### src/hdl/opm_pkg.sv
package opm_pkg;

    // Converter resolution; only the low ADC_BITS bits of a sample are used.
    localparam int ADC_BITS = 16;
    localparam logic [15:0] ADC_MASK = 16'((32'd1 << ADC_BITS) - 32'd1);

    // Conversion constants.
    localparam logic [15:0] RANGE_COUNTS = 16'd5000;
    localparam logic [19:0] SPAN_TENTHS  = 20'd200;
    localparam logic [19:0] MAX_TENTHS   = 20'd500;
    localparam logic [5:0]  BOLUS_LEVEL  = 6'd15;
    localparam logic [2:0]  PRE_SAMPLES  = 3'd5;
    localparam logic [1:0]  OVER_SAMPLES = 2'd3;

    // Serial divider length: one quotient bit per cycle.
    localparam int DIV_STEPS = 20;
    localparam logic [4:0] DIV_LAST = 5'(DIV_STEPS - 1);

    // Configuration register indexes.
    localparam logic [2:0] REG_ZERO_COUNT      = 3'd0;
    localparam logic [2:0] REG_SPAN_COUNT      = 3'd1;
    localparam logic [2:0] REG_OCCLUSION_LEVEL = 3'd2;
    localparam logic [2:0] REG_BOLUS_MODE      = 3'd3;

    // Classification of a sample by the front end.
    localparam logic [1:0] KIND_HOLD = 2'd0;
    localparam logic [1:0] KIND_ZERO = 2'd1;
    localparam logic [1:0] KIND_DIV  = 2'd2;

    typedef struct packed {
        logic [15:0] zero_count;
        logic [15:0] span_count;
        logic [5:0]  occlusion_level;
        logic        bolus_mode;
    } opm_cfg_t;

    typedef struct packed {
        logic [1:0]  kind;
        logic [19:0] dividend;
        logic        pump_running;
    } opm_item_t;

    typedef struct packed {
        logic [8:0] pressure_tenths;
        logic       pre_occlusion;
        logic       warning_cleared;
        logic       occlusion_detected;
    } opm_result_t;

endpackage

### src/hdl/opm_front.sv
module opm_front
(
    input  logic              clk,
    input  logic              rst_n,
    input  opm_pkg::opm_cfg_t cfg,
    input  logic [15:0]       adc_sample,
    input  logic              pump_running,
    input  logic              push,
    output logic              full,
    output logic              item_valid,
    output opm_pkg::opm_item_t item,
    input  logic              item_take
);

    logic [15:0]        sample;
    logic [15:0]        diff;
    logic               cal_valid;
    logic               in_range;
    opm_pkg::opm_item_t entry;
    opm_pkg::opm_item_t mem [2];
    logic               wr_ptr_reg;
    logic               rd_ptr_reg;
    logic [1:0]         count_reg;
    logic [1:0]         count_next;
    logic               do_push;
    logic               do_pop;

    // Classify the sample against the calibration.
    always_comb
    begin
        sample    = adc_sample & opm_pkg::ADC_MASK;
        diff      = sample - cfg.zero_count;
        cal_valid = (cfg.zero_count != 16'd0) && (cfg.span_count > cfg.zero_count);
        in_range  = (sample > cfg.zero_count) && (diff <= opm_pkg::RANGE_COUNTS);
        entry.pump_running = pump_running;
        entry.dividend     = {7'd0, diff[12:0]} * opm_pkg::SPAN_TENTHS;
        if (!cal_valid)
        begin
            entry.kind = opm_pkg::KIND_HOLD;
        end
        else if (in_range)
        begin
            entry.kind = opm_pkg::KIND_DIV;
        end
        else
        begin
            entry.kind = opm_pkg::KIND_ZERO;
        end
    end

    // Two-word queue toward the back end.
    assign full       = (count_reg == 2'd2);
    assign item_valid = (count_reg != 2'd0);
    assign item       = mem[rd_ptr_reg];
    assign do_push    = push && !full;
    assign do_pop     = item_take && item_valid;

    always_comb
    begin
        count_next = count_reg;
        if (do_push && !do_pop)
        begin
            count_next = count_reg + 2'd1;
        end
        else if (do_pop && !do_push)
        begin
            count_next = count_reg - 2'd1;
        end
    end

    always_ff @(posedge clk or negedge rst_n)
    begin
        if (!rst_n)
        begin
            wr_ptr_reg <= 1'b0;
            rd_ptr_reg <= 1'b0;
            count_reg  <= 2'd0;
        end
        else
        begin
            count_reg <= count_next;
            if (do_push)
            begin
                wr_ptr_reg <= !wr_ptr_reg;
            end
            if (do_pop)
            begin
                rd_ptr_reg <= !rd_ptr_reg;
            end
        end
    end

    always_ff @(posedge clk)
    begin
        if (do_push)
        begin
            mem[wr_ptr_reg] <= entry;
        end
    end

endmodule

### src/hdl/opm_back.sv
module opm_back
(
    input  logic                 clk,
    input  logic                 rst_n,
    input  opm_pkg::opm_cfg_t    cfg,
    input  logic                 item_valid,
    input  opm_pkg::opm_item_t   item,
    output logic                 item_take,
    input  logic                 res_space,
    output logic                 res_push,
    output opm_pkg::opm_result_t res
);

    localparam logic [1:0] ST_IDLE = 2'd0;
    localparam logic [1:0] ST_DIV  = 2'd1;
    localparam logic [1:0] ST_UPD  = 2'd2;

    logic [1:0]  state_reg;
    logic [1:0]  state_next;
    logic [1:0]  kind_reg;
    logic        running_reg;
    logic [19:0] dq_reg;
    logic [15:0] rem_reg;
    logic [4:0]  step_reg;
    logic [8:0]  pressure_reg;
    logic [2:0]  pre_count_reg;
    logic        pre_flag_reg;
    logic [1:0]  over_count_reg;

    logic [15:0] divisor;
    logic [16:0] rem_shift;
    logic        qbit;
    logic [8:0]  pressure_next;
    logic [2:0]  pre_count_next;
    logic        pre_flag_next;
    logic [1:0]  over_count_next;
    logic [1:0]  over_inc;
    logic [5:0]  level;
    logic [9:0]  pre_thr;
    logic [9:0]  full_thr;
    logic        cleared;
    logic        detected;

    assign item_take = (state_reg == ST_IDLE) && item_valid && res_space;
    assign res_push  = (state_reg == ST_UPD);

    // One restoring division step per cycle.
    always_comb
    begin
        divisor   = cfg.span_count - cfg.zero_count;
        rem_shift = {rem_reg, dq_reg[19]};
        qbit      = (rem_shift >= {1'b0, divisor});
    end

    // New pressure: the finished division, zero, or the held value, by the word's kind.
    always_comb
    begin
        case (kind_reg)
            opm_pkg::KIND_DIV:
            begin
                if (dq_reg > opm_pkg::MAX_TENTHS)
                begin
                    pressure_next = opm_pkg::MAX_TENTHS[8:0];
                end
                else
                begin
                    pressure_next = dq_reg[8:0];
                end
            end
            opm_pkg::KIND_ZERO: pressure_next = 9'd0;
            default:            pressure_next = pressure_reg;
        endcase
    end

    // Level checks on the new pressure.
    always_comb
    begin
        level = cfg.occlusion_level;
        if ((level != 6'd0) && (level <= opm_pkg::BOLUS_LEVEL) && cfg.bolus_mode)
        begin
            level = opm_pkg::BOLUS_LEVEL;
        end
        pre_thr  = 10'(({4'd0, level} * 10'd15) >> 1);
        full_thr = {4'd0, level} * 10'd10;
        over_inc = over_count_reg + 2'd1;

        pre_count_next  = pre_count_reg;
        pre_flag_next   = pre_flag_reg;
        over_count_next = over_count_reg;
        cleared         = 1'b0;
        detected        = 1'b0;

        if (level != 6'd0)
        begin
            if ({1'b0, pressure_next} >= pre_thr)
            begin
                if (pre_count_reg >= opm_pkg::PRE_SAMPLES)
                begin
                    pre_flag_next = 1'b1;
                end
                else
                begin
                    pre_count_next = pre_count_reg + 3'd1;
                end
            end
            else if ((pre_count_reg != 3'd0) || pre_flag_reg)
            begin
                pre_count_next = 3'd0;
                pre_flag_next  = 1'b0;
                cleared        = 1'b1;
            end

            if ({1'b0, pressure_next} >= full_thr)
            begin
                over_count_next = over_inc;
            end
            else
            begin
                over_count_next = 2'd0;
            end

            if (over_count_next >= opm_pkg::OVER_SAMPLES)
            begin
                over_count_next = 2'd0;
                detected        = running_reg || cfg.bolus_mode;
            end
        end

        res.pressure_tenths    = pressure_next;
        res.pre_occlusion      = pre_flag_next;
        res.warning_cleared    = cleared;
        res.occlusion_detected = detected;
    end

    // Sequencer.
    always_comb
    begin
        state_next = state_reg;
        case (state_reg)
            ST_IDLE:
            begin
                if (item_take)
                begin
                    state_next = (item.kind == opm_pkg::KIND_DIV) ? ST_DIV : ST_UPD;
                end
            end
            ST_DIV:
            begin
                if (step_reg == opm_pkg::DIV_LAST)
                begin
                    state_next = ST_UPD;
                end
            end
            ST_UPD:  state_next = ST_IDLE;
            default: state_next = ST_IDLE;
        endcase
    end

    always_ff @(posedge clk or negedge rst_n)
    begin
        if (!rst_n)
        begin
            state_reg      <= ST_IDLE;
            pressure_reg   <= 9'd0;
            pre_count_reg  <= 3'd0;
            pre_flag_reg   <= 1'b0;
            over_count_reg <= 2'd0;
        end
        else
        begin
            state_reg <= state_next;
            if (state_reg == ST_UPD)
            begin
                pressure_reg   <= pressure_next;
                pre_count_reg  <= pre_count_next;
                pre_flag_reg   <= pre_flag_next;
                over_count_reg <= over_count_next;
            end
        end
    end

    // Divider datapath.
    always_ff @(posedge clk)
    begin
        if (item_take)
        begin
            kind_reg    <= item.kind;
            running_reg <= item.pump_running;
            dq_reg      <= item.dividend;
            rem_reg     <= 16'd0;
            step_reg    <= 5'd0;
        end
        else if (state_reg == ST_DIV)
        begin
            dq_reg   <= {dq_reg[18:0], qbit};
            rem_reg  <= qbit ? 16'(rem_shift - {1'b0, divisor}) : rem_shift[15:0];
            step_reg <= step_reg + 5'd1;
        end
    end

endmodule

### src/hdl/opm_result_q.sv
module opm_result_q
(
    input  logic                 clk,
    input  logic                 rst_n,
    input  logic                 res_push,
    input  opm_pkg::opm_result_t res,
    output logic                 res_space,
    output opm_pkg::opm_result_t head,
    output logic                 empty,
    input  logic                 pop
);

    opm_pkg::opm_result_t mem [2];
    logic                 wr_ptr_reg;
    logic                 rd_ptr_reg;
    logic [1:0]           count_reg;
    logic [1:0]           count_next;
    logic                 do_push;
    logic                 do_pop;

    assign res_space = (count_reg != 2'd2);
    assign empty     = (count_reg == 2'd0);
    assign head      = mem[rd_ptr_reg];
    assign do_push   = res_push && res_space;
    assign do_pop    = pop && !empty;

    // Occupancy update.
    always_comb
    begin
        count_next = count_reg;
        if (do_push && !do_pop)
        begin
            count_next = count_reg + 2'd1;
        end
        else if (do_pop && !do_push)
        begin
            count_next = count_reg - 2'd1;
        end
    end

    always_ff @(posedge clk or negedge rst_n)
    begin
        if (!rst_n)
        begin
            wr_ptr_reg <= 1'b0;
            rd_ptr_reg <= 1'b0;
            count_reg  <= 2'd0;
        end
        else
        begin
            count_reg <= count_next;
            if (do_push)
            begin
                wr_ptr_reg <= !wr_ptr_reg;
            end
            if (do_pop)
            begin
                rd_ptr_reg <= !rd_ptr_reg;
            end
        end
    end

    always_ff @(posedge clk)
    begin
        if (do_push)
        begin
            mem[wr_ptr_reg] <= res;
        end
    end

endmodule

### src/hdl/occlusion_pressure_monitor.sv
// A word pushed into an idle block goes through the 20-step serial divider in the back end
// when it needs it and straight to the update when the calibration holds or zeroes it.
// The back end takes no new word until it has pushed the result of the last one.
// Two-word queues on both sides absorb stalls of either neighbor.
// Reset (rst_n low, asynchronous) clears the configuration, the pressure and the
// warning counters and empties both queues; no clearing pass is needed.
module occlusion_pressure_monitor
(
    input  logic        clk,
    input  logic        rst_n,
    input  logic        push,
    output logic        full,
    input  logic [15:0] adc_sample,
    input  logic        pump_running,
    output logic        empty,
    input  logic        pop,
    output logic [8:0]  pressure_tenths,
    output logic        pre_occlusion,
    output logic        warning_cleared,
    output logic        occlusion_detected,
    input  logic        cfg_valid,
    output logic        cfg_ready,
    input  logic [2:0]  cfg_index,
    input  logic [15:0] cfg_data
);

    opm_pkg::opm_cfg_t    cfg_reg;
    opm_pkg::opm_item_t   item;
    opm_pkg::opm_result_t res;
    opm_pkg::opm_result_t head;
    logic                 item_valid;
    logic                 item_take;
    logic                 res_space;
    logic                 res_push;

    // Configuration registers; writes are always taken.
    assign cfg_ready = 1'b1;

    always_ff @(posedge clk or negedge rst_n)
    begin
        if (!rst_n)
        begin
            cfg_reg <= '0;
        end
        else if (cfg_valid)
        begin
            case (cfg_index)
                opm_pkg::REG_ZERO_COUNT:      cfg_reg.zero_count      <= cfg_data;
                opm_pkg::REG_SPAN_COUNT:      cfg_reg.span_count      <= cfg_data;
                opm_pkg::REG_OCCLUSION_LEVEL: cfg_reg.occlusion_level <= cfg_data[5:0];
                opm_pkg::REG_BOLUS_MODE:      cfg_reg.bolus_mode      <= cfg_data[0];
                default:                      cfg_reg                 <= cfg_reg;
            endcase
        end
    end

    opm_front u_front
    (
        .clk          (clk),
        .rst_n        (rst_n),
        .cfg          (cfg_reg),
        .adc_sample   (adc_sample),
        .pump_running (pump_running),
        .push         (push),
        .full         (full),
        .item_valid   (item_valid),
        .item         (item),
        .item_take    (item_take)
    );

    opm_back u_back
    (
        .clk        (clk),
        .rst_n      (rst_n),
        .cfg        (cfg_reg),
        .item_valid (item_valid),
        .item       (item),
        .item_take  (item_take),
        .res_space  (res_space),
        .res_push   (res_push),
        .res        (res)
    );

    opm_result_q u_result_q
    (
        .clk       (clk),
        .rst_n     (rst_n),
        .res_push  (res_push),
        .res       (res),
        .res_space (res_space),
        .head      (head),
        .empty     (empty),
        .pop       (pop)
    );

    // Result word fields.
    assign pressure_tenths    = head.pressure_tenths;
    assign pre_occlusion      = head.pre_occlusion;
    assign warning_cleared    = head.warning_cleared;
    assign occlusion_detected = head.occlusion_detected;

endmodule

### config.mk
export PLATFORM = sky130hd
export DESIGN_NAME = occlusion_pressure_monitor
export DESIGN_NICKNAME = d
export VERILOG_FILES = /design/src/hdl/opm_pkg.sv /design/src/hdl/opm_front.sv /design/src/hdl/opm_back.sv /design/src/hdl/opm_result_q.sv /design/src/hdl/occlusion_pressure_monitor.sv
export SDC_FILE = /design/constraint.sdc
export NUM_CORES = 1
export LEC_CHECK = 0
export ABC_AREA = 1
export BUFFER_PORTS_ARGS = -buffer_cell sky130_fd_sc_hd__clkbuf_2
export CAP_MARGIN = 20
export CELL_PAD_IN_SITES_DETAIL_PLACEMENT = 0
export CELL_PAD_IN_SITES_GLOBAL_PLACEMENT = 1
export CORE_ASPECT_RATIO = 0.8
export CORE_MARGIN = 2
export CORE_UTILIZATION = 48
export DETAILED_ROUTE_END_ITERATION = 7
export HOLD_SLACK_MARGIN = 0.03
export PLACE_DENSITY_LB_ADDON = 0.08
export SLEW_MARGIN = 20
export SYNTH_ARGS = -nofsm -noshare
export SYNTH_HDL_FRONTEND = slang
export SYNTH_SLANG_ARGS = --single-unit
export TNS_END_PERCENT = 50
### constraint.sdc
create_clock -name clk -period 5.5 [get_ports clk]
set_input_delay 0.275 -clock clk [delete_from_list [all_inputs] [get_ports clk]]
set_output_delay 0.275 -clock clk [all_outputs]
set_load 0.02 [all_outputs]
======== After elaboration in Yosys (flattened, before gate mapping) ========
Memories as Yosys holds them, arrays and structs flattened.
Cells that the tools add are included.
operators by class
  add/subtract/negate cells ............... 10
  $mul .................................... 3
  magnitude comparators ................... 10
  equal/unequal tests ..................... 14
  muxes and demuxes ....................... 35
  reduce and logical (&&, ||, !) cells .... 45
operator list
  operator               number
  $sub 16x16->16         3
  $mux 20                2
  $gt 16x16->1           2
  $mux 2                 12
  $gt 20x9->1 const B    1
  $pmux 9 s2             1
  $ge 17x16->1           1
  $mul 13x5->17 const B  1
  $le 16x13->1 const B   1
  $mux 16                1
  $reduce_bool 16->1     1
  $logic_and 1x1->1      14
  $mux 1                 13
  $reduce_and 2->1       6
  $reduce_bool 6->1      2
  $ge 9x10->1            1
  $logic_not 1->1        10
  $mul 6x4->10 const B   1
  $reduce_bool 2->1      5
  $ge 9x9->1             1
  $mul 6x3->9 const B    1
  $mux 3                 3
  $mux 9                 1
  $eq 2x2->1 const B     4
  20 further kinds       29
word-level totals
  register bits ........................... 108
  bits in writable memories ............... 64
  input port bits ......................... 41
  output and inout port bits .............. 15
  word-level logic and storage cells ...... 139
  memories kept ........................... 2
memory list
  memory          depth  width  read ports  clocked after memory_dff  write ports  line                RTL
  u_front.mem     2      20     1           0                         1            opm_front.sv:20     opm_pkg::opm_item_t mem [2];
  u_result_q.mem  2      12     1           0                         1            opm_result_q.sv:13  opm_pkg::opm_result_t mem [2];

======== Depth between registers and ports, before layout ========
Gate-level depths: netlist of the first run.
  depth after elaboration ................. 11
  depth in mapped cells ................... 31
  gate-level depth less buffers ........... 31

======== Cells and area by module ========
A second synthesis of the first run with hierarchy kept.
unflattened totals
  cells, all modules ...................... 1659
  area, all modules ....................... 12966.2 um^2
modules (own cells, without submodules)
  module                      times used  cells an instance  area each (um^2)  seq. area each (um^2)
  opm_back                    1           826                5856.9            1536.5
  opm_front                   1           563                4408.0            1301.2
  occlusion_pressure_monitor  1           179                1601.5            975.9
  opm_result_q                1           91                 1099.8            820.8

======== Least setup slack after synthesis of the first run ========
Ideal clock, no wire load.
  kind .................................... flip-flop to flip-flop
  start point ............................. reg cfg_reg[3] (netlist name)
  end point ............................... mem u_result_q.mem[0][2] (netlist name) (data pin)
  library setup time ...................... 0.261 ns
  arrival ................................. 3.982 ns
  required time ........................... 5.239 ns
  slack ................................... 1.256 ns
  cell stages (with the launch flop) ...... 24
  path buffers ............................ 0
  clock period less this slack ............ 4.244 ns
  cell sequence ........................... dfrtp_1 inv_1 nand3_1 nand2_1 inv_1 nor2_1 ha_1 ha_1 fa_1 inv_1 fa_1 o21ai_0 a21oi_1 nor2_1 nor2_1 xor2_1 ha_1 nand2_1 nor2_1 nand3b_1 nand3_1 nor2_1 nand2_1 and2_1
RTL lines
  element                   line                              RTL
  start: declaration        occlusion_pressure_monitor.sv:27  opm_pkg::opm_cfg_t cfg_reg;
  start signal: assignment  occlusion_pressure_monitor.sv:52  default: cfg_reg <= cfg_reg;
  end: declaration          opm_result_q.sv:13

======== Final worst setup path of the first run ========
  start point ............................. reg cfg_reg[5] (netlist name)
  end point ............................... reg u_back.pre_count_reg[2]
on the way
  word-level cells in the longest chain between the ends .. 8
  elaborated cells on any way between the ends .. 12
  those cells by class .................... mul (1); order compare (2); eq/ne (1); mux (2); reduce/logical (6)
RTL lines
  element                                                           line             RTL
  $le 6x4->1 / $reduce_bool 6->1 (equally long branches)            opm_back.sv:79   if ((level != 6'd0) && (level <= opm_pkg::BOLUS_LEVEL) && cfg.bolus_mode)
  $logic_and 1x1->1 (2 in series)                                   opm_back.sv:79
  $mux 6 (*)                                                        opm_back.sv:79
  $mul 6x4->10                                                      opm_back.sv:83   pre_thr = 10'(({4'd0, level} * 10'd15) >> 1);
  $ge 9x9->1                                                        opm_back.sv:95   if ({1'b0, pressure_next} >= pre_thr)
  $ne 2x2->1 (no line) / $reduce_bool 2->1 (equally long branches)  --
  $reduce_and 4->1 (no line)                                        --
  end signal: assignment                                            opm_back.sv:175  pre_count_reg <= pre_count_next;
  end: declaration                                                  opm_back.sv:26   logic [2:0] pre_count_reg;
Every way passes the cells marked *; elsewhere a longest branch is shown, timed or not.
A chain may end at the register's enable or synchronous reset.

==> results of run 1 <==
## worst reg2reg max path: cells and delay by family, from the launching register on
family,cells,cell delay (ps)
and+or+nand+nor,14,1620
adders and majority gates,4,1370
AOI/OAI and AO/OA,4,560
DFF,1,500
buffers and inverters,5,490
xor gates and xnor gates,1,170
## cell type report
type	count	area share (%)
well taps	324	3.03
clock buffers	17	3.18
inverters	213	5.98
flip-flops and latches	172	34.6
repair buffers	64	2.62
clock inverters	15	1.14
multi-input cells	1065	49.4
## cell families (layout without fill, tap and decap cells)
logic type,Yosys count,count (layout)
AOI/OAI and AO/OA,207,207
xor gates and xnor gates,61,61
adders and majority gates,158,158
buffers and inverters,241,309
DFF,172,172
other,1,1
and+or+nand+nor,638,638
## Yosys cell counts, types with 4 or more instances
master / n / area, um2
sky130_fd_sc_hd__dfrtp_1: 64 / 1600
sky130_fd_sc_hd__buf_2: 5 / 25.0
sky130_fd_sc_hd__nand3_1: 59 / 295
sky130_fd_sc_hd__o31ai_1: 17 / 128
sky130_fd_sc_hd__edfxtp_1: 87 / 2610
sky130_fd_sc_hd__inv_1: 209 / 785
sky130_fd_sc_hd__nand2_1: 343 / 1290
sky130_fd_sc_hd__nand4_1: 14 / 87.6
sky130_fd_sc_hd__clkbuf_1: 18 / 67.6
sky130_fd_sc_hd__nand3b_1: 22 / 165
sky130_fd_sc_hd__xnor2_1: 25 / 219
sky130_fd_sc_hd__ha_1: 140 / 1750
sky130_fd_sc_hd__a21oi_1: 75 / 375
sky130_fd_sc_hd__o21ai_0: 81 / 405
sky130_fd_sc_hd__nand2_2: 17 / 106
sky130_fd_sc_hd__dfxtp_1: 21 / 420
sky130_fd_sc_hd__nor3_1: 11 / 55.1
sky130_fd_sc_hd__nor4_1: 4 / 25.0
sky130_fd_sc_hd__nor2_1: 141 / 529
sky130_fd_sc_hd__a21o_1: 4 / 30.0
sky130_fd_sc_hd__o22ai_1: 6 / 37.5
sky130_fd_sc_hd__a31oi_1: 4 / 25.0
sky130_fd_sc_hd__fa_1: 18 / 360
sky130_fd_sc_hd__nand3_2: 13 / 130
sky130_fd_sc_hd__o21bai_1: 4 / 30.0
sky130_fd_sc_hd__xor2_1: 36 / 315
## per-layer routing
| layer | vias to the layer above | global-route usage, % |
|---|---|---|
| met2 | 193 | 33.1 |
| li1 | 4967 | - |
| met1 | 4406 | 35.8 |
| met4 | 0 | 4.15 |
| met3 | 11 | 3.52 |
| met5 | - | 0 |
## per-stage QoR
stage	util (%)	setup WS, ps	instance area [um2]	hold WS (ps)
6_report	53.3	704	13400	78.8
5_1_grt	53.3	134	13400	87.6
4_1_cts	53.2	696	13400	58.7
3_5_place_dp	50.8	730	12800	477
3_3_place_gp	50.8	823	12800	473
2_1_floorplan	-	1260	12200	-20.6
## path summary, 6_finish.rpt
kind | start | endpoint | slack (ps) | depth (start not counted)
setup reg to reg | cfg_reg[5] | u_back.pre_count_reg[2] | 700 | 28
min in group asynchronous | rst_n | u_back.state_reg[0] | 510 | 3
max in group asynchronous | rst_n | cfg_reg[19] | 4360 | 3
hold reg to reg | u_back.rem_reg[11] | u_back.rem_reg[11] | 490 | 2
setup / recovery | cfg_reg[5] | u_back.pre_count_reg[2] | 700 | 28
hold / removal | cfg_data[11] | cfg_reg[34] | 80 | 3
==> reports/qor.yml, run 1 <==
ant_nets: 0
hold_buffers: 2
highest_layer: "met4"
met2_wl_um: 11900
synthSimpleGateAreaFrac_pct: 22.9
synth_edf_count: 87
ctsLongestPathBuffers: 2
synthesis.instances: 1478
muxShareOfSynthArea_pct: 0
initial_core_util_pct: 48.5
post_cts_buffers: 0
place_inst: 1836
post_synth_xor_area_fraction_pct: 4.39
synthesized_area_fraction_occupied_by_ao_oa_aoi_and_oai_cells_pct: 9.48
end_kind: "register"
detail_route.vias_per_cell: 5.12
timing_max_transition_violations_final: 0
final_common_cell: "sky130_fd_sc_hd__nand2_1"
ioPinCount: 56
setup_viol: 0
die_area_mm2: 0.0267
grt_first_pass_wirelength_um: 47500
cp_slowest_stage_delay_ps: 500
crit_path_top_cell_by_count: "sky130_fd_sc_hd__nor2_1"
fraction_of_layout_cells_with_a_size_suffix_above_1_pct: 8.93
detail_route.wirelength.met1_um: 15500
startpoint_type: "register"
post_synth_instance_area_mm2: 0.0122
worst_slew_pin_slew_ps: 1080
filler_instances: 2324
synthesis_to_layout_area_growth_pct: 9.91
wl_per_cell_um: 15.5
synth-seq-cells: 172
gr-usage-all-layers_pct: 22.7
worst_skew_pair.late_latency_ps: 450
avgSynthCellArea_um2: 8.24
worstPathRequired_ps: 5830
slew-limit-headroom_pct: 27.9
timing.critical_path.arrival_ps: 5120
setup-tns-final_ps: 0
die-height_um: 146
commonest_cells_after_routing_fill_and_taps_aside: "343 x sky130_fd_sc_hd__nand2_1, 209 x sky130_fd_sc_hd__inv_1, 140 x sky130_fd_sc_hd__ha_1"
holdCritPathClass: "in2reg"
fin_nets: 1732
gp_routability_congestion: 0.878
overflow: 0
wl_met3_um: 1360
post-route-min-period_ps: 4800
ys_async_sr_fraction_pct: 37.2
final_hold_viol_count: 0
critPathSlowestCell: "sky130_fd_sc_hd__dfrtp_1"
numCtsBuffers: 17
critical_path.top_delay_family: "simple AND/OR/NAND/NOR gates"
number_of_global_route_vias_before_repair: 9030
synth_sequential_area_ratio_pct: 38.1
max_clock_freq_mhz: 209
floorplan.core_area_mm2: 0.0251
clock_skew_ps: 14.8
multi_input_area_mm2: 0.00661
drtPass1Iterations: 5
detail_route.iter0.violations: 569
finalCritPeriodShare_pct: 87.2
dominant_combinational_cell_family_by_area_after_synthesis: "simple AND/OR/NAND/NOR gates"
synthesis.yosys.warnings: 0
yosys_most_used_dff: "sky130_fd_sc_hd__edfxtp_1"
cts-htree-levels: 4
cts_tree: "yes"
finalWirelength_um: 29000
cts.sinks: 172
synthAdderAreaFrac_pct: 17.4
critical_path.max_fanout: 9
ctsRootBufferMaster: "sky130_fd_sc_hd__clkbuf_16"
largest_register_ffs: 40
netlist-cell-type-count: 52
largest_net_degree_at_the_start_of_global_routing: 65
placement.io_buffers: 54
status: "finished, final reports clean"
path_clk_slew_ps: 80
detailroute.via_count: 9577
crit_buf_inv: 5
worstSetupPathType: "reg2reg"
initial_antenna_violation_count: 0
num_antenna_cells: 0
syn_nets: 1677
num_rows: 52
unrepaired_setup_endpoints_after_global_routing: "false"
place.detailed.hpwl_um: 22600
cts_resized: 0
remaining_drc_errors: 0
maxCapViolCount: 0
post_route_non_filler_standard_cell_count: 1870
die_width_um: 182
final-seq-area_mm2: 0.00463
Power of run 1 is not shown: default switching activity piles up to over one toggle a cycle in this logic, so the estimate is an artifact.
==> inputs of run 2 (changes only) <==
--- a/config.mk
+++ b/config.mk
@@ -19,5 +19,6 @@
 export SLEW_MARGIN = 20
 export SYNTH_ARGS = -nofsm -noshare
 export SYNTH_HDL_FRONTEND = slang
+export SYNTH_HIERARCHICAL = 1
 export SYNTH_SLANG_ARGS = --single-unit
-export TNS_END_PERCENT = 50
+export TNS_END_PERCENT = 1
==> constraint.sdc (replaced) <==
create_clock -name clk -period 5.3 [get_ports clk]
set_input_delay 0.265 -clock clk [delete_from_list [all_inputs] [get_ports clk]]
set_output_delay 0.265 -clock clk [all_outputs]
set_load 0.02 [all_outputs]
==> run 2 against run 1 <==
Cell count up 12%; critical path depth down 7; via count up 8.8%; non-clock buffer count up 12; cell area up 6.7%; clock-buffer cell count unchanged; sequential cell count unchanged; synthesized cell count up 12%; maximum frequency up 0.36%; worst setup slack worse by 180 ps; worst hold slack worse by 12 ps; die area up 6.4%; critical path type unchanged; highest routed layer unchanged.
==> reports/qor.yml, run 2 <==
worstSetupPathType: "reg2reg"  # unchanged
overflow: 0  # unchanged
die_area_mm2: 0.0284  # was 0.0267 mm2
detail_route.vias_per_cell: 4.98  # was 5.12
post_synth_instance_area_mm2: 0.0130  # was 0.0122 mm2
timing_max_transition_violations_final: 0  # unchanged
maxCapViolCount: 0  # unchanged
place.detailed.hpwl_um: 23400  # was 22600 um
grt_first_pass_wirelength_um: 50500  # was 47500 um
cts.sinks: 172  # unchanged
floorplan.core_area_mm2: 0.0264  # was 0.0251 mm2
final_area_mm2: 0.0143  # was 0.0134 mm2
commonest_cells_after_routing_fill_and_taps_aside: "509 x sky130_fd_sc_hd__nand2_1, 222 x sky130_fd_sc_hd__inv_1, 155 x sky130_fd_sc_hd__ha_1"  # was 343 x sky130_fd_sc_hd__nand2_1, 209 x sky130_fd_sc_hd__inv_1, 140 x sky130_fd_sc_hd__ha_1
multi_input_area_mm2: 0.00725  # was 0.00661 mm2
final-seq-area_mm2: 0.00463  # unchanged
detail_route.iter0.violations: 553  # was 569
number_of_global_route_vias_before_repair: 10000  # was 9030
ctsLongestPathBuffers: 2  # unchanged
power.density_cell_area_mw_per_mm2: 719
wl_per_cell_um: 14.4  # was 15.5 um
largest_register_ffs: 40  # unchanged
p_total_mw: 10.3
fin_nets: 1934  # was 1732
finalWirelength_um: 30200  # was 29000 um
path_clk_slew_ps: 70  # was 80 ps
initial_core_util_pct: 49.1  # was 48.5%
synthesis_to_layout_area_growth_pct: 10.1  # was 9.91%
yosys.cell_count.top_type: "sky130_fd_sc_hd__nand2_1"  # unchanged
ioPinCount: 56  # unchanged
max_clock_freq_mhz: 209  # about the same
finalHoldWorstSlack_ps: 66.9  # was 78.8 ps
detailroute.via_count: 10400  # was 9577
remaining_drc_errors: 0  # unchanged
post-route-min-period_ps: 4780  # was 4800 ps
synthesis.instances: 1659  # was 1478
finalCritPeriodShare_pct: 90.2  # was 87.2%
synthTopCellsByCount: "509 x sky130_fd_sc_hd__nand2_1, 222 x sky130_fd_sc_hd__inv_1, 155 x sky130_fd_sc_hd__ha_1"  # was 343 x sky130_fd_sc_hd__nand2_1, 209 x sky130_fd_sc_hd__inv_1, 141 x sky130_fd_sc_hd__nor2_1
num_rows: 53  # was 52
numCtsBuffers: 17  # unchanged
end_kind: "register"  # unchanged
placement.io_buffers: 54  # unchanged
final_common_cell: "sky130_fd_sc_hd__nand2_1"  # unchanged
worst_skew_pair.late_latency_ps: 450  # about the same
ant_nets: 0  # unchanged
holdCritPathClass: "in2reg"  # unchanged
synthesis.yosys.warnings: 6  # was 0
cts_tree: "yes"  # unchanged
die_width_um: 188  # was 182 um
dpl-instance-area_mm2: 0.0136  # was 0.0128 mm2
num_antenna_cells: 0  # unchanged
startpoint_type: "register"  # unchanged
fraction_of_layout_cells_with_a_size_suffix_above_1_pct: 9.58  # was 8.93%
synthDominantCellAreaShare_pct: 20.1  # was 21.5%
unrepaired_setup_endpoints_after_global_routing: "false"  # unchanged
clock_skew_ps: 18.1  # was 14.8 ps
timing.final.ws_setup_ps: 521  # was 704 ps
detailedPlace.worstSlack_ps: 364  # was 730 ps
initial_antenna_violation_count: 0  # unchanged
status: "finished, final reports clean"  # unchanged
drtPass1Iterations: 6  # was 5
setup_viol: 0  # unchanged
vdd_drop_max_uv: 489
worstPathRequired_ps: 5490  # was 5830 ps
p_leak_nw: 7.38
filler_instances: 2609  # was 2324
yosys_most_used_dff: "sky130_fd_sc_hd__edfxtp_1"  # unchanged
ctsRootBufferMaster: "sky130_fd_sc_hd__clkbuf_16"  # unchanged
timing.critical_path.arrival_ps: 4970  # was 5120 ps
gp_routability_congestion: 0.841  # was 0.878
critical_path.max_fanout: 9  # unchanged
avgSynthCellArea_um2: 7.82  # was 8.24 um2
gr-usage-all-layers_pct: 22.5  # was 22.7%
final_hold_viol_count: 0  # unchanged
slew-limit-headroom_pct: 31.2  # was 27.9%
worst_slew_pin_slew_ps: 1030  # was 1080 ps
ys_async_sr_fraction_pct: 37.2  # unchanged
synth-seq-cells: 172  # unchanged
netlist_top_cells_area: "sky130_fd_sc_hd__edfxtp_1 20%, sky130_fd_sc_hd__ha_1 15%, sky130_fd_sc_hd__nand2_1 15%, sky130_fd_sc_hd__dfrtp_1 12%, sky130_fd_sc_hd__inv_1 6.4%"  # was sky130_fd_sc_hd__edfxtp_1 21%, sky130_fd_sc_hd__ha_1 14%, sky130_fd_sc_hd__dfrtp_1 13%, sky130_fd_sc_hd__nand2_1 11%, sky130_fd_sc_hd__inv_1 6.4%
largest_net_degree_at_the_start_of_global_routing: 65  # unchanged
synth_sequential_area_ratio_pct: 35.7  # was 38.1%
netlist-cell-type-count: 50  # was 52
netlist.top_cell.by_area: "sky130_fd_sc_hd__edfxtp_1"  # unchanged
synth_edf_count: 87  # unchanged
cts-htree-levels: 4  # unchanged
die-height_um: 151  # was 146 um
setup-tns-final_ps: 0  # unchanged
run 2: cell types whose count changed after synthesis, moves of 11 or more:
cell and change:
sky130_fd_sc_hd__nand2_1 +166, sky130_fd_sc_hd__nand3_1 +58, sky130_fd_sc_hd__nor2_1 -37, sky130_fd_sc_hd__o21ai_0 -24, sky130_fd_sc_hd__ha_1 +15, sky130_fd_sc_hd__o31ai_1 -15
sky130_fd_sc_hd__inv_1 +13, sky130_fd_sc_hd__nand3b_1 -11
run 2: power breakdown:
part           internal [mW]  leakage (nW)  switching (mW)  total, mW
clock network          0.684         0.297           0.622       1.31
registers               2.32          1.80           0.278       2.60
logic                   2.35          5.28            4.00       6.36
run 2: path summary, 6_finish.rpt:
path / slack, ps / endpoint / from / cells after the start
worst min register to register: 480 / u_back/rem_reg[9] / u_back/rem_reg[9] / 2
worst max-delay path: 520 / u_result_q/mem[1][2] / cfg_reg[5] / 21
min in group asynchronous: 530 / u_front/wr_ptr_reg / rst_n / 3
worst min-delay path: 70 / u_result_q/rd_ptr_reg / pop / 3
max in group asynchronous: 4130 / cfg_reg[21] / rst_n / 3
worst max register to register: 520 / u_result_q/mem[1][2] / cfg_reg[5] / 21
run 2: final cells by class:
class / instances / area share (%)
clock buffer: 17 / 2.98
clock inverter: 15 / 1.40
inverter: 234 / 6.15
multi-input combinational: 1219 / 50.8
sequential: 172 / 32.5
tap: 357 / 3.13
timing repair buffer: 76 / 3.08
run 2: critical path: stages (launching register included):
cell and delay [ps]:
sky130_fd_sc_hd__dfrtp_1 510, sky130_fd_sc_hd__nor3b_2 220, sky130_fd_sc_hd__nand2_1 110, sky130_fd_sc_hd__inv_1 120
sky130_fd_sc_hd__nor2_1 90, sky130_fd_sc_hd__ha_1 350, sky130_fd_sc_hd__ha_1 330, sky130_fd_sc_hd__fa_1 520
sky130_fd_sc_hd__inv_1 60, sky130_fd_sc_hd__fa_1 430, sky130_fd_sc_hd__o21ai_1 230, sky130_fd_sc_hd__a21oi_1 90
sky130_fd_sc_hd__nor2_1 90, sky130_fd_sc_hd__nor2_1 50, sky130_fd_sc_hd__xor2_1 140, sky130_fd_sc_hd__ha_1 270
sky130_fd_sc_hd__nand2_1 110, sky130_fd_sc_hd__nor2_1 70, sky130_fd_sc_hd__nand3b_1 80, sky130_fd_sc_hd__nand4_1 170
sky130_fd_sc_hd__or2_1 310, sky130_fd_sc_hd__and2_1 170
run 2: timing repair:
| item | in CTS | in global routing |
|---|---|---|
| buffers inserted | 0 | 3 |
| gates resized for setup | 0 | 1 |
| endpoints found under the setup margin | 0 | 7 |
| hold buffers | 2 | 0 |
| endpoints found under the hold margin | 5 | 0 |
run 2: cell families (layout without fill, tap and decap cells):
| logic type | count (synthesis) | in the layout | share of synthesized area (%) |
|---|---|---|---|
| buffers and inverters | 270 | 342 | 8.44 |
| adders and majority gates | 173 | 173 | 17.7 |
| DFF | 172 | 172 | 35.7 |
| and+or+nand+nor | 814 | 814 | 26.7 |
| other | 2 | 4 | 0.0579 |
| xor gates and xnor gates | 61 | 61 | 4.12 |
| AOI/OAI and AO/OA | 167 | 167 | 7.24 |
run 2: stage by stage:
stage | std cells | utilization (%)
2_1_floorplan | 1661 | -
3_3_place_gp | 2053 | 51.5
3_5_place_dp | 2053 | 51.5
4_1_cts | 2087 | 54.0
5_1_grt | 2090 | 54.1
6_report | 2090 | 54.1
run 2: routing by layer:
layer | wire (um) | GRT usage [%] | share of wire [%]
met5 | 0 | 0 | 0
met4 | 256 | 4.61 | 0.85
met3 | 965 | 3.20 | 3.2
met2 | 13400 | 36.5 | 44
met1 | 15500 | 32.3 | 52
Power figures use the tool's default switching activity.
